`src/hw/rtl/pss_pkg.sv`:
```
// Shared types and constants of the priority scheduler.
package pss_pkg;

	localparam int MAX_PROCS = 16;
	localparam int IDX_W     = (MAX_PROCS > 1) ? $clog2(MAX_PROCS) : 1;
	localparam int CNT_W     = $clog2(MAX_PROCS + 1);

	localparam int PRIO_W  = 8;
	localparam int ARR_W   = 16;
	localparam int BURST_W = 16;
	localparam int ID_W    = 5;
	localparam int TIME_W  = 21;
	localparam int SUM_W   = 25;

	localparam int IN_W    = 40;
	localparam int RES_W   = ID_W + 3 * TIME_W + 2 * SUM_W;
	localparam int OUT_W   = ((RES_W + 7) / 8) * 8;

	typedef struct packed {
		logic [BURST_W-1:0] burst;
		logic [ARR_W-1:0]   arrive;
		logic [PRIO_W-1:0]  prio;
	} rec_t;

	typedef enum logic [1:0] {
		ST_LOAD,
		ST_SCAN,
		ST_DECIDE
	} state_t;

	typedef struct packed {
		logic             clear;
		logic             wipe;
		logic             mark;
		logic             vld;
		logic [IDX_W-1:0] idx;
	} sel_ctl_t;

	typedef struct packed {
		logic               found;
		logic [IDX_W-1:0]   best_idx;
		logic [ARR_W-1:0]   best_arrive;
		logic [BURST_W-1:0] best_burst;
		logic [ARR_W-1:0]   min_arrive;
	} sel_stat_t;

endpackage

```
`src/hw/rtl/pss_table.sv`:
```
// Process record memory: one write port, one registered read port.
module pss_table
	import pss_pkg::*;
(
	input  logic             clk,
	input  logic             we,
	input  logic [IDX_W-1:0] waddr,
	input  rec_t             wdata,
	input  logic             re,
	input  logic [IDX_W-1:0] raddr,
	output rec_t             rdata
);

	rec_t mem_q [MAX_PROCS];
	rec_t rdata_q;

	always_ff @(posedge clk) begin
		if (we) begin
			mem_q[waddr] <= wdata;
		end
	end

	always_ff @(posedge clk) begin
		if (re) begin
			rdata_q <= mem_q[raddr];
		end
	end

	assign rdata = rdata_q;

endmodule

```
`src/hw/rtl/pss_select.sv`:
```
// Sequential pick unit: one record per cycle against the running best, plus completion flags.
module pss_select
	import pss_pkg::*;
(
	input  logic              clk,
	input  logic              arst_n,
	input  sel_ctl_t          ctl,
	input  rec_t              rec,
	input  logic [TIME_W-1:0] clock_now,
	output sel_stat_t         stat
);

	logic [MAX_PROCS-1:0] done_q;
	logic                 found_q;
	logic [IDX_W-1:0]     best_idx_q;
	logic [PRIO_W-1:0]    best_prio_q;
	logic [ARR_W-1:0]     best_arr_q;
	logic [BURST_W-1:0]   best_burst_q;
	logic [ARR_W-1:0]     min_arr_q;

	logic pend;
	logic elig;
	logic better;
	logic take;
	logic lower;

	always_comb begin
		pend   = !done_q[ctl.idx];
		elig   = pend && (TIME_W'(rec.arrive) <= clock_now);
		better = (rec.prio < best_prio_q) ||
			((rec.prio == best_prio_q) && (rec.arrive < best_arr_q));
		take   = ctl.vld && elig && (!found_q || better);
		lower  = ctl.vld && pend && (rec.arrive < min_arr_q);
	end

	always_ff @(posedge clk or negedge arst_n) begin
		if (!arst_n) begin
			done_q  <= '0;
			found_q <= 1'b0;
		end else begin
			if (ctl.wipe) begin
				done_q <= '0;
			end else if (ctl.mark) begin
				done_q[best_idx_q] <= 1'b1;
			end
			if (ctl.clear) begin
				found_q <= 1'b0;
			end else if (take) begin
				found_q <= 1'b1;
			end
		end
	end

	always_ff @(posedge clk) begin
		if (ctl.clear) begin
			min_arr_q <= '1;
		end else if (lower) begin
			min_arr_q <= rec.arrive;
		end
		if (take) begin
			best_idx_q   <= ctl.idx;
			best_prio_q  <= rec.prio;
			best_arr_q   <= rec.arrive;
			best_burst_q <= rec.burst;
		end
	end

	always_comb begin
		stat.found       = found_q;
		stat.best_idx    = best_idx_q;
		stat.best_arrive = best_arr_q;
		stat.best_burst  = best_burst_q;
		stat.min_arrive  = min_arr_q;
	end

	a_best_open: assert property (@(posedge clk) disable iff (!arst_n)
		found_q |-> !done_q[best_idx_q])
		else $error("chosen process already completed");

	a_best_arrived: assert property (@(posedge clk) disable iff (!arst_n)
		found_q |-> (TIME_W'(best_arr_q) <= clock_now))
		else $error("chosen process has not arrived");

endmodule

```
`src/hw/rtl/nonpreemptive_priority_scheduler_unit.sv`:
```
// Top level of the non-preemptive priority scheduler.
//
// Slave stream: one process record per beat (priority, arrival, burst), tlast
// closes the set. Records load at one per cycle; records beyond the table
// capacity are dropped, but their tlast still starts the schedule.
// Master stream: one result per loaded process in completion order (id,
// finish, turnaround, wait), totals and tlast on the final beat.
// Each pick scans the record table one entry per cycle through a single
// compare unit, and scans it again when the clock must jump across an idle
// gap to the earliest pending arrival. s_tready stays low from the tlast beat
// until the final result has entered the output register.
// Reset empties the table and raises s_tready. A result waits in the output
// register while m_tready is low; the next pick finishes its scan and holds
// until that register frees up.
module nonpreemptive_priority_scheduler_unit
	import pss_pkg::*;
(
	input  logic             clk,
	input  logic             arst_n,
	input  logic             s_tvalid,
	output logic             s_tready,
	input  logic [IN_W-1:0]  s_tdata,  // prio_value, arrive_at, run_length
	input  logic             s_tlast,  // last_record
	output logic             m_tvalid,
	input  logic             m_tready,
	output logic [OUT_W-1:0] m_tdata,  // proc_id, finish_at, turnaround, wait_ticks,
	                                   // sum_wait, sum_turnaround
	output logic             m_tlast   // last_result
);

	state_t            state_q, state_d;
	logic [CNT_W-1:0]  cnt_q;
	logic [CNT_W-1:0]  scan_q;
	logic [CNT_W-1:0]  round_q;
	logic              vld_s1;
	logic [IDX_W-1:0]  idx_s1;
	logic [TIME_W-1:0] clock_q;
	logic [SUM_W-1:0]  sum_w_q;
	logic [SUM_W-1:0]  sum_t_q;
	logic              m_tvalid_q;
	logic              m_tlast_q;
	logic [RES_W-1:0]  res_q;

	rec_t      wrec;
	rec_t      rrec;
	sel_ctl_t  ctl;
	sel_stat_t stat;

	logic              in_acc;
	logic              room;
	logic              tbl_we;
	logic              rd_en;
	logic              scan_done;
	logic              out_free;
	logic              emit;
	logic              jump;
	logic              final_pick;
	logic [IDX_W:0]    id_ext;
	logic [TIME_W-1:0] fin;
	logic [TIME_W-1:0] wt;
	logic [TIME_W-1:0] tat;
	logic [SUM_W-1:0]  sum_w_n;
	logic [SUM_W-1:0]  sum_t_n;

	assign wrec.prio   = s_tdata[PRIO_W-1:0];
	assign wrec.arrive = s_tdata[PRIO_W+ARR_W-1:PRIO_W];
	assign wrec.burst  = s_tdata[PRIO_W+ARR_W+BURST_W-1:PRIO_W+ARR_W];

	always_comb begin
		state_d = state_q;
		case (state_q)
			ST_LOAD: begin
				if (in_acc && s_tlast) begin
					state_d = ST_SCAN;
				end
			end
			ST_SCAN: begin
				if (scan_done) begin
					state_d = ST_DECIDE;
				end
			end
			ST_DECIDE: begin
				if (jump) begin
					state_d = ST_SCAN;
				end else if (emit) begin
					state_d = final_pick ? ST_LOAD : ST_SCAN;
				end
			end
			default: begin
				state_d = ST_LOAD;
			end
		endcase
	end

	always_comb begin
		s_tready   = (state_q == ST_LOAD);
		in_acc     = s_tvalid && s_tready;
		room       = (cnt_q < CNT_W'(MAX_PROCS));
		tbl_we     = in_acc && room;
		rd_en      = (state_q == ST_SCAN) && (scan_q != cnt_q);
		scan_done  = (state_q == ST_SCAN) && (scan_q == cnt_q) && !vld_s1;
		out_free   = !m_tvalid_q || m_tready;
		emit       = (state_q == ST_DECIDE) && stat.found && out_free;
		jump       = (state_q == ST_DECIDE) && !stat.found;
		final_pick = (CNT_W'(round_q + 1'b1) == cnt_q);
		ctl.wipe   = in_acc && s_tlast;
		ctl.clear  = ctl.wipe || jump || emit;
		ctl.mark   = emit;
		ctl.vld    = vld_s1;
		ctl.idx    = idx_s1;
	end

	always_comb begin
		id_ext  = {1'b0, stat.best_idx} + (IDX_W+1)'(1);
		fin     = clock_q + TIME_W'(stat.best_burst);
		wt      = clock_q - TIME_W'(stat.best_arrive);
		tat     = fin - TIME_W'(stat.best_arrive);
		sum_w_n = sum_w_q + SUM_W'(wt);
		sum_t_n = sum_t_q + SUM_W'(tat);
	end

	pss_table u_table (
		.clk   (clk),
		.we    (tbl_we),
		.waddr (cnt_q[IDX_W-1:0]),
		.wdata (wrec),
		.re    (rd_en),
		.raddr (scan_q[IDX_W-1:0]),
		.rdata (rrec)
	);

	pss_select u_select (
		.clk       (clk),
		.arst_n    (arst_n),
		.ctl       (ctl),
		.rec       (rrec),
		.clock_now (clock_q),
		.stat      (stat)
	);

	always_ff @(posedge clk or negedge arst_n) begin
		if (!arst_n) begin
			state_q    <= ST_LOAD;
			cnt_q      <= '0;
			scan_q     <= '0;
			round_q    <= '0;
			vld_s1     <= 1'b0;
			clock_q    <= '0;
			sum_w_q    <= '0;
			sum_t_q    <= '0;
			m_tvalid_q <= 1'b0;
		end else begin
			state_q <= state_d;
			vld_s1  <= rd_en;
			if (tbl_we) begin
				cnt_q <= CNT_W'(cnt_q + 1'b1);
			end else if (emit && final_pick) begin
				cnt_q <= '0;
			end
			if (ctl.clear) begin
				scan_q <= '0;
			end else if (rd_en) begin
				scan_q <= CNT_W'(scan_q + 1'b1);
			end
			if (ctl.wipe) begin
				round_q <= '0;
				clock_q <= '0;
				sum_w_q <= '0;
				sum_t_q <= '0;
			end else if (jump) begin
				clock_q <= TIME_W'(stat.min_arrive);
			end else if (emit) begin
				round_q <= CNT_W'(round_q + 1'b1);
				clock_q <= fin;
				sum_w_q <= sum_w_n;
				sum_t_q <= sum_t_n;
			end
			if (emit) begin
				m_tvalid_q <= 1'b1;
			end else if (m_tready) begin
				m_tvalid_q <= 1'b0;
			end
		end
	end

	always_ff @(posedge clk) begin
		idx_s1 <= scan_q[IDX_W-1:0];
		if (emit) begin
			m_tlast_q <= final_pick;
			res_q     <= {final_pick ? sum_t_n : '0, final_pick ? sum_w_n : '0,
				wt, tat, fin, ID_W'(id_ext)};
		end
	end

	assign m_tvalid = m_tvalid_q;
	assign m_tlast  = m_tlast_q;
	assign m_tdata  = OUT_W'(res_q);

	a_set_closes: assert property (@(posedge clk) disable iff (!arst_n)
		(s_tvalid && s_tready && s_tlast) |=> !s_tready)
		else $error("input taken after set was closed");

	a_round_bound: assert property (@(posedge clk) disable iff (!arst_n)
		(state_q != ST_LOAD) |-> (round_q < cnt_q))
		else $error("more picks than loaded processes");

	a_jump_forward: assert property (@(posedge clk) disable iff (!arst_n)
		(state_q == ST_DECIDE && !stat.found) |-> (TIME_W'(stat.min_arrive) > clock_q))
		else $error("idle jump does not advance the clock");

	a_final_beat: assert property (@(posedge clk) disable iff (!arst_n)
		(emit && final_pick) |=> (m_tvalid && m_tlast && cnt_q == '0))
		else $error("final result not flagged");

endmodule
```
`config.mk`:
```
export PLATFORM = sky130hd
export DESIGN_NAME = nonpreemptive_priority_scheduler_unit
export DESIGN_NICKNAME = d
export VERILOG_FILES = /design/src/hw/rtl/pss_pkg.sv /design/src/hw/rtl/pss_table.sv /design/src/hw/rtl/pss_select.sv /design/src/hw/rtl/nonpreemptive_priority_scheduler_unit.sv
export SDC_FILE = /design/constraint.sdc
export NUM_CORES = 1
export LEC_CHECK = 0
export BUFFER_PORTS_ARGS = -buffer_cell sky130_fd_sc_hd__buf_2
export CAP_MARGIN = 20
export CORE_MARGIN = 10
export CORE_UTILIZATION = 45
export CTS_BUF_LIST = sky130_fd_sc_hd__clkbuf_8
export DETAILED_ROUTE_END_ITERATION = 7
export SLEW_MARGIN = 20
export SYNTH_ARGS = -nofsm -noshare
export SYNTH_HDL_FRONTEND = slang
export SYNTH_SLANG_ARGS = --single-unit
```
`constraint.sdc`:
```
create_clock -name clk -period 5.24 [get_ports clk]
set_input_delay 0.262 -clock clk [delete_from_list [all_inputs] [get_ports clk]]
set_output_delay 0.262 -clock clk [all_outputs]
set_load 0.01 [all_outputs]
```
== Word level (Yosys, flattened, before mapping) ==
Memory sizes are Yosys's and may differ from the RTL's. A register that Yosys moved wholly into a read port is not among the register bits.
Index checks and enable logic that the tools add are counted.

* Bits in registers: 290
* Bits in latches: 0
* Memory bits (writable): 640
* Bits in read-only memories: 0
* Bits of input ports: 45
* Output and inout bits: 123
* Logic and storage cells: 118
* Memories kept: 1

* Add/sub/neg operators: 9
* $mul: 0
* Divide/modulo/power cells: 0
* $lt $le $gt $ge: 8
* Equality and inequality tests: 10
* Shift operators: 0
* Mux-type cells: 34
* Bitwise gates (word level): 1
* Reductions and logical operators: 35

{| class="wikitable"
|+ Memory list
! memory !! depth !! bits a word !! rd ports !! clocked after Yosys merged registers in !! write ports !! RTL line !! RTL
|-
| u_table.mem_q || 16 || 40 || 1 || 1 || 1 || pss_table.sv:14 || <nowiki>rec_t mem_q [MAX_PROCS];</nowiki>
|}

{| class="wikitable"
|+ Operators by type and width
! kind !! number
|-
| $mux W25 || 6
|-
| $mux W21 || 3
|-
| $add A25 B21 Y25 || 2
|-
| $sub A21 B16 Y21 || 2
|-
| $mux W5 || 7
|-
| $lt A16 B16 Y1 || 2
|-
| $mux W16 || 2
|-
| $add A21 B16 Y21 || 1
|-
| $le A16 B21 Y1 || 1
|-
| $logic_and A1 B1 Y1 || 17
|-
| $or A16 B16 Y16 || 1
|-
| $add A5 B1 Y5 const B || 3
|-
| $eq A5 B5 Y1 || 2
|-
| $lt A4 B5 Y1 const B || 2
|-
| $reduce_bool A2 Y1 || 5
|-
| $mux W1 || 9
|-
| $eq A8 B8 Y1 || 1
|-
| $lt A8 B8 Y1 || 1
|-
| $mux W2 || 4
|-
| $pmux W2 S3 || 1
|-
| $add A4 B1 Y5 const B || 1
|-
| $logic_or A1 B1 Y1 || 5
|-
| $lt A5 B5 Y1 const B || 1
|-
| $ne A5 B5 Y1 || 1
|-
| other kinds (13) || 17
|}

== Longest topological paths before layout ==
* Depth in word-level cells: 8
* Mapped depth: 27
* Depth with buffers taken out: 26

== Modules after synthesis ==
A second synthesis with hierarchy kept.

* Cells, all modules: 2592
* Area, all modules: 41954.0 sq um

{| class="wikitable"
|+ Modules (own cells, without submodules)
! module !! instances !! cells each !! area an instance (sq um) !! sequential area each (sq um)
|-
| pss_table || 1 || 1040 || 25532.0 || 20419.6
|-
| nonpreemptive_priority_scheduler_unit || 1 || 1181 || 12294.3 || 5905.7
|-
| pss_select || 1 || 371 || 4127.7 || 2067.0
|}

== Worst setup path before layout ==
Ideal clock, no wire load.

* Kind: reg-to-reg
* Start: reg clock_q[1]
* End: reg res_q[117] (data pin)
* Library setup time: 0.266 ns
* Data arrival time: 5.355 ns
* Required time: 4.974 ns
* Setup slack: -0.381 ns
* Stages on the path, launching flop included: 27
* Buffers on the path: 1
* Clock period less this slack: 5.621 ns
* Cell sequence: dfrtp_1 > ha_1 > a21oi_1 > o22ai_1 > o41a_1 > a21o_1 > a21oi_1 > xnor2_1 > ha_1 > and3_1 > nand3_1 > o21ai_0 > a41o_1 > o41a_1 > a41oi_1 > a21boi_0 > ha_1 > clkbuf_1 > a21o_1 > a21o_1 > a21o_1 > a21oi_1 > o21ai_0 > a211o_1 > nand4_1 > xor2_1 > nor2_1

* Longest elaborated chain between the ends: 3

{| class="wikitable"
|+ RTL lines
! what !! RTL line !! RTL
|-
| from (decl) || nonpreemptive_priority_scheduler_unit.sv:37 || <nowiki>logic [TIME_W-1:0] clock_q;</nowiki>
|-
| from (signal assigned) || nonpreemptive_priority_scheduler_unit.sv:171 || <nowiki>clock_q <= TIME_W'(stat.min_arrive);</nowiki>
|-
| from (signal assigned) || nonpreemptive_priority_scheduler_unit.sv:174 || <nowiki>clock_q <= fin;</nowiki>
|-
| $add A21 B16 Y21 || nonpreemptive_priority_scheduler_unit.sv:115 || <nowiki>fin = clock_q + TIME_W'(stat.best_burst);</nowiki>
|-
| via fin[9] || nonpreemptive_priority_scheduler_unit.sv:59 || <nowiki>logic [TIME_W-1:0] fin;</nowiki>
|-
| $sub A21 B16 Y21 || nonpreemptive_priority_scheduler_unit.sv:117 || <nowiki>tat = fin - TIME_W'(stat.best_arrive);</nowiki>
|-
| via tat[15] || nonpreemptive_priority_scheduler_unit.sv:61 || <nowiki>logic [TIME_W-1:0] tat;</nowiki>
|-
| $add A25 B21 Y25 || nonpreemptive_priority_scheduler_unit.sv:119 || <nowiki>sum_t_n = sum_t_q + SUM_W'(tat);</nowiki>
|-
| to (signal assigned) || nonpreemptive_priority_scheduler_unit.sv:190 || <nowiki>res_q <= {final_pick ? sum_t_n : '0, final_pick ? sum_w_n : '0,</nowiki>
|-
| to (decl) || nonpreemptive_priority_scheduler_unit.sv:42 || <nowiki>logic [RES_W-1:0] res_q;</nowiki>
|}

The timed path passes the listed nets, and every way through them passes these cells.
A chain may end at the register's enable or synchronous reset.

== Worst setup path after layout ==
* Start: reg u_select.best_burst_q[0]
* End: reg res_q[117] (data pin)

* Longest elaborated chain between the ends: 3

{| class="wikitable"
|+ RTL lines
! what !! RTL line !! RTL
|-
| from (decl) || pss_select.sv:18 || <nowiki>logic [BURST_W-1:0] best_burst_q;</nowiki>
|-
| from (signal assigned) || pss_select.sv:64 || <nowiki>best_burst_q <= rec.burst;</nowiki>
|-
| $add A21 B16 Y21 || nonpreemptive_priority_scheduler_unit.sv:115 ||
|-
| via fin[14] || nonpreemptive_priority_scheduler_unit.sv:59 ||
|-
| $sub A21 B16 Y21 || nonpreemptive_priority_scheduler_unit.sv:117 ||
|-
| via tat[15] || nonpreemptive_priority_scheduler_unit.sv:61 ||
|-
| $add A25 B21 Y25 || nonpreemptive_priority_scheduler_unit.sv:119 ||
|}

The timed path passes the listed nets, and every way through them passes these cells.

==> flow_metrics.env <==
export IMPL_outcome="complete, but fails checks"
export IMPL_violations="setup timing"
export IMPL_hpwl_um=62310
export IMPL_synthTopCellsByCount="edfxtp_1 (843), mux4_2 (205), ha_1 (154)"
export IMPL_cts_clk_slew_worst_paths_ns=0.06
export IMPL_post_dp_cell_area_um2=44740
export IMPL_finalSetupTns_ns=-2.024
export IMPL_synth_top_area_cell="edfxtp_1"
export IMPL_slew_headroom=0.3247
export IMPL_clock_fmax_ghz=0.1819
export IMPL_synthArstFlopShare=0.1103
export IMPL_crit_buf_inv=2
export IMPL_hold_path_class="input port to asynchronous set/reset pin"
export IMPL_grt_pass1_vias=24768
export IMPL_nFillCells=7326
export IMPL_ys_flop_type="edfxtp_1"
export IMPL_hold_violations=0
export IMPL_syn_avg_cell_area_um2=17.27
export IMPL_tightest_slew_ns=1.012
export IMPL_yosys_area_share_adder=0.04908
export IMPL_yosysTopAreaCellShare=0.6130
export IMPL_cts_root_buf="clkbuf_8"
export IMPL_grtUsageTotal=0.1900
export IMPL_synth_top_family_by_area="multiplexers"
export IMPL_wirelength_um=98520
export IMPL_synth_xor_area_frac=0.02563
export IMPL_synth_compound_area_frac=0.06714
export IMPL_syn_cell_area_um2=41300
export IMPL_synth_simple_area_share=0.04084
export IMPL_vias_per_cell=5.568
export IMPL_fin_skew_ns=0.03064
export IMPL_critPathLaunchType="flop"
export IMPL_rsz0062_at_grt="true"
export IMPL_gp_congestion=0.8714
export IMPL_cts_tree="done"
export IMPL_leakage_nw=17.91
export IMPL_cts_buffers=160
export IMPL_fin_ws_ns=-0.2563
export IMPL_end_kind="flop"
export IMPL_grt_overflow_total=0
export IMPL_max_stage_delay_ns=0.39
export IMPL_worstPathRequired_ns=5.80
export IMPL_wl_per_cell_um=23.70
export IMPL_cp_top_family="compound AO/OA/AOI/OAI gates"
export IMPL_power_density_nw_per_um2=695.1
export IMPL_synth_most_common_cell="edfxtp_1"
export IMPL_synth_area_top_cells="edfxtp_1 (61%), mux4_2 (11%), dfrtp_1 (6.5%)"
export IMPL_antenna_found_initial=12
export IMPL_drtPass1Iterations=5
export IMPL_grt_max_degree=158
export IMPL_core_um2=91390
export IMPL_setup_viol_count_final=15
export IMPL_syn2layout_area_growth_pct=18.05
export IMPL_insertion_delay_ns=0.83
export IMPL_synthMuxAreaShare=0.1128
export IMPL_path_cells="ha_2, fa_2, a211oi_4, o211ai_1, buf_4, buf_4, a21oi_1, nor3_1, xor2_1, ha_1, nand3_1, nand2_1, a41oi_2, a21boi_2, ha_1, a21o_1, a21o_1, a21o_1, a21oi_2, o21ai_1, a211o_1, nand4_1, xor2_1, nor2_1"
export IMPL_yosys_warnings=0
export IMPL_io_pins=168
export IMPL_design_area_um2=48750
export IMPL_path_max_fanout=5
export IMPL_vias=23147
export IMPL_final_util=0.5335
export IMPL_initial_core_util=0.4519
export IMPL_die_w_um=322.9
export IMPL_cap_violations=0
export IMPL_slew_viol_final=0
export IMPL_layout_drive_gt1_share=0.2846
export IMPL_die_h_um=322.9
export IMPL_setup_worst_path_class="flop to flop"
export IMPL_netlist_instances=2391
export IMPL_synth_edf_count=843
export IMPL_ys_seq_area_frac=0.6875
export IMPL_cts_buffer_depth=3
export IMPL_cts_max_level=4
export IMPL_nets=3047
export IMPL_peakVddDrop_mv=0.7006
export IMPL_worst_path_max_delay_cell="fa_2"
export IMPL_fin_crit_sh=1.049
export IMPL_crit_top_cell="a21o_1"
export IMPL_grt_pass1_wl_um=149500
export IMPL_finalPower_mw=33.89
export IMPL_drt_iter0_drc=1736
export IMPL_drc=0
export IMPL_num_rows=111
export IMPL_port_buffer_count=165
export IMPL_min_period_ns=5.496
export IMPL_ant_nets=0
export IMPL_crit_arrival_ns=6.06
export IMPL_cts_sinks=970
export IMPL_ys_seq_elements=970
export IMPL_die_area_um2=104300
export IMPL_synth_cell_types=73
repair_timing:
item,CTS,global route
gates resized for setup,34,51
setup buffers,13,12
pin swaps,33,19
endpoints found under the setup margin,18,32
hold buffers,45,0
hold endpoints to repair,712,0
layer usage:
layer	track usage	share of wire
met1	0.2311	0.40
met2	0.3280	0.51
met4	0.07273	0.031
met3	0.04261	0.057
met5	0	0.00054
path summary, 6_finish.rpt:
| path | start | endpoint | slack [ns] | depth (start not counted) |
|---|---|---|---|---|
| min | arst_n | sum_w_q[1] | 0.13 | 2 |
| max | u_select.best_burst_q[0] | res_q[117] | -0.26 | 24 |
| max in group asynchronous | arst_n | scan_q[2] | 3.79 | 3 |
| min reg2reg | u_table.rdata[38] | u_select.best_burst_q[14] | 0.42 | 0 |
| min in group clk | s_tdata[1] | u_table.mem_q[8][1] | 0.35 | 2 |
| max reg2reg | u_select.best_burst_q[0] | res_q[117] | -0.26 | 24 |
logic make-up after synthesis:
logic type,count (synthesis)
adder cells (fa/ha/maj),159
multiplexers,209
other,1
buffers and inverters,183
XOR/XNOR,120
AO/OA/AOI/OAI,400
AND/OR/NAND/NOR,349
flip-flops,970
state kept, by name, summed over array words and instances, names as in the netlist:
signal / count
u_select.best_arr_q: 16
cnt_q: 5
sum_w_q: 25
u_select.best_burst_q: 16
res_q: 118
round_q: 5
u_table.mem_q: 640
state_q: 2
clock_q: 21
u_select.found_q: 1
m_tvalid: 1
scan_q: 5
idx_s1: 4
sum_t_q: 25
u_select.min_arr_q: 16
u_table.rdata: 40
vld_s1: 1
u_select.best_prio_q: 8
m_tlast: 1
u_select.done_q: 16
u_select.best_idx_q: 4
final cells by class:
| type | instances | area [um2] | share of cell area |
|---|---|---|---|
| tap | 1186 | 1484 | 0.03044 |
| antenna | 5 | 12.51 | 0.0002566 |
| clock inverter | 118 | 661.9 | 0.01358 |
| clock buffer | 167 | 2298 | 0.04715 |
| multi-input combinational | 1239 | 12830 | 0.2632 |
| sequential | 970 | 28410 | 0.5827 |
| inverter | 90 | 347.8 | 0.007135 |
| timing repair buffer | 382 | 2711 | 0.05562 |
placed cells by master (no fill, tap or decap), drive strengths merged, types with 18 or more instances in the layout:
cell type / instances
xor2: 47
nand2: 97
nand3: 22
clkbuf: 167
o211ai: 23
mux4: 205
nor3: 23
xnor2: 73
and2: 33
nor2: 90
nor2b: 22
a31oi: 18
a22o: 42
dfrtp: 107
buf: 337
clkinv: 51
nand2b: 19
o21ai: 69
a21o: 50
inv: 148
dlygate4sd3: 45
dfxtp: 20
edfxtp: 843
ha: 154
a21oi: 82
power breakdown:
| part | total (mW) | switching (mW) | internal, mW |
|---|---|---|---|
| Sequential | 10.9 | 0.857 | 10.0 |
| Combinational | 16.8 | 8.98 | 7.87 |
| Clock | 6.16 | 2.99 | 3.16 |
stage by stage:
step                      hold slack (ns)  std cells  setup WS [ns]
after floorplan                  -0.03359       2392       -0.06241
after global placement             0.4074       3798        -0.4724
after detailed placement           0.4075       3800        -0.4651
after CTS                         0.08303       4142        -0.2190
after global routing               0.1608       4156        -0.4944
final                              0.1320       4157        -0.2563
(Power assumes the default switching activity.)
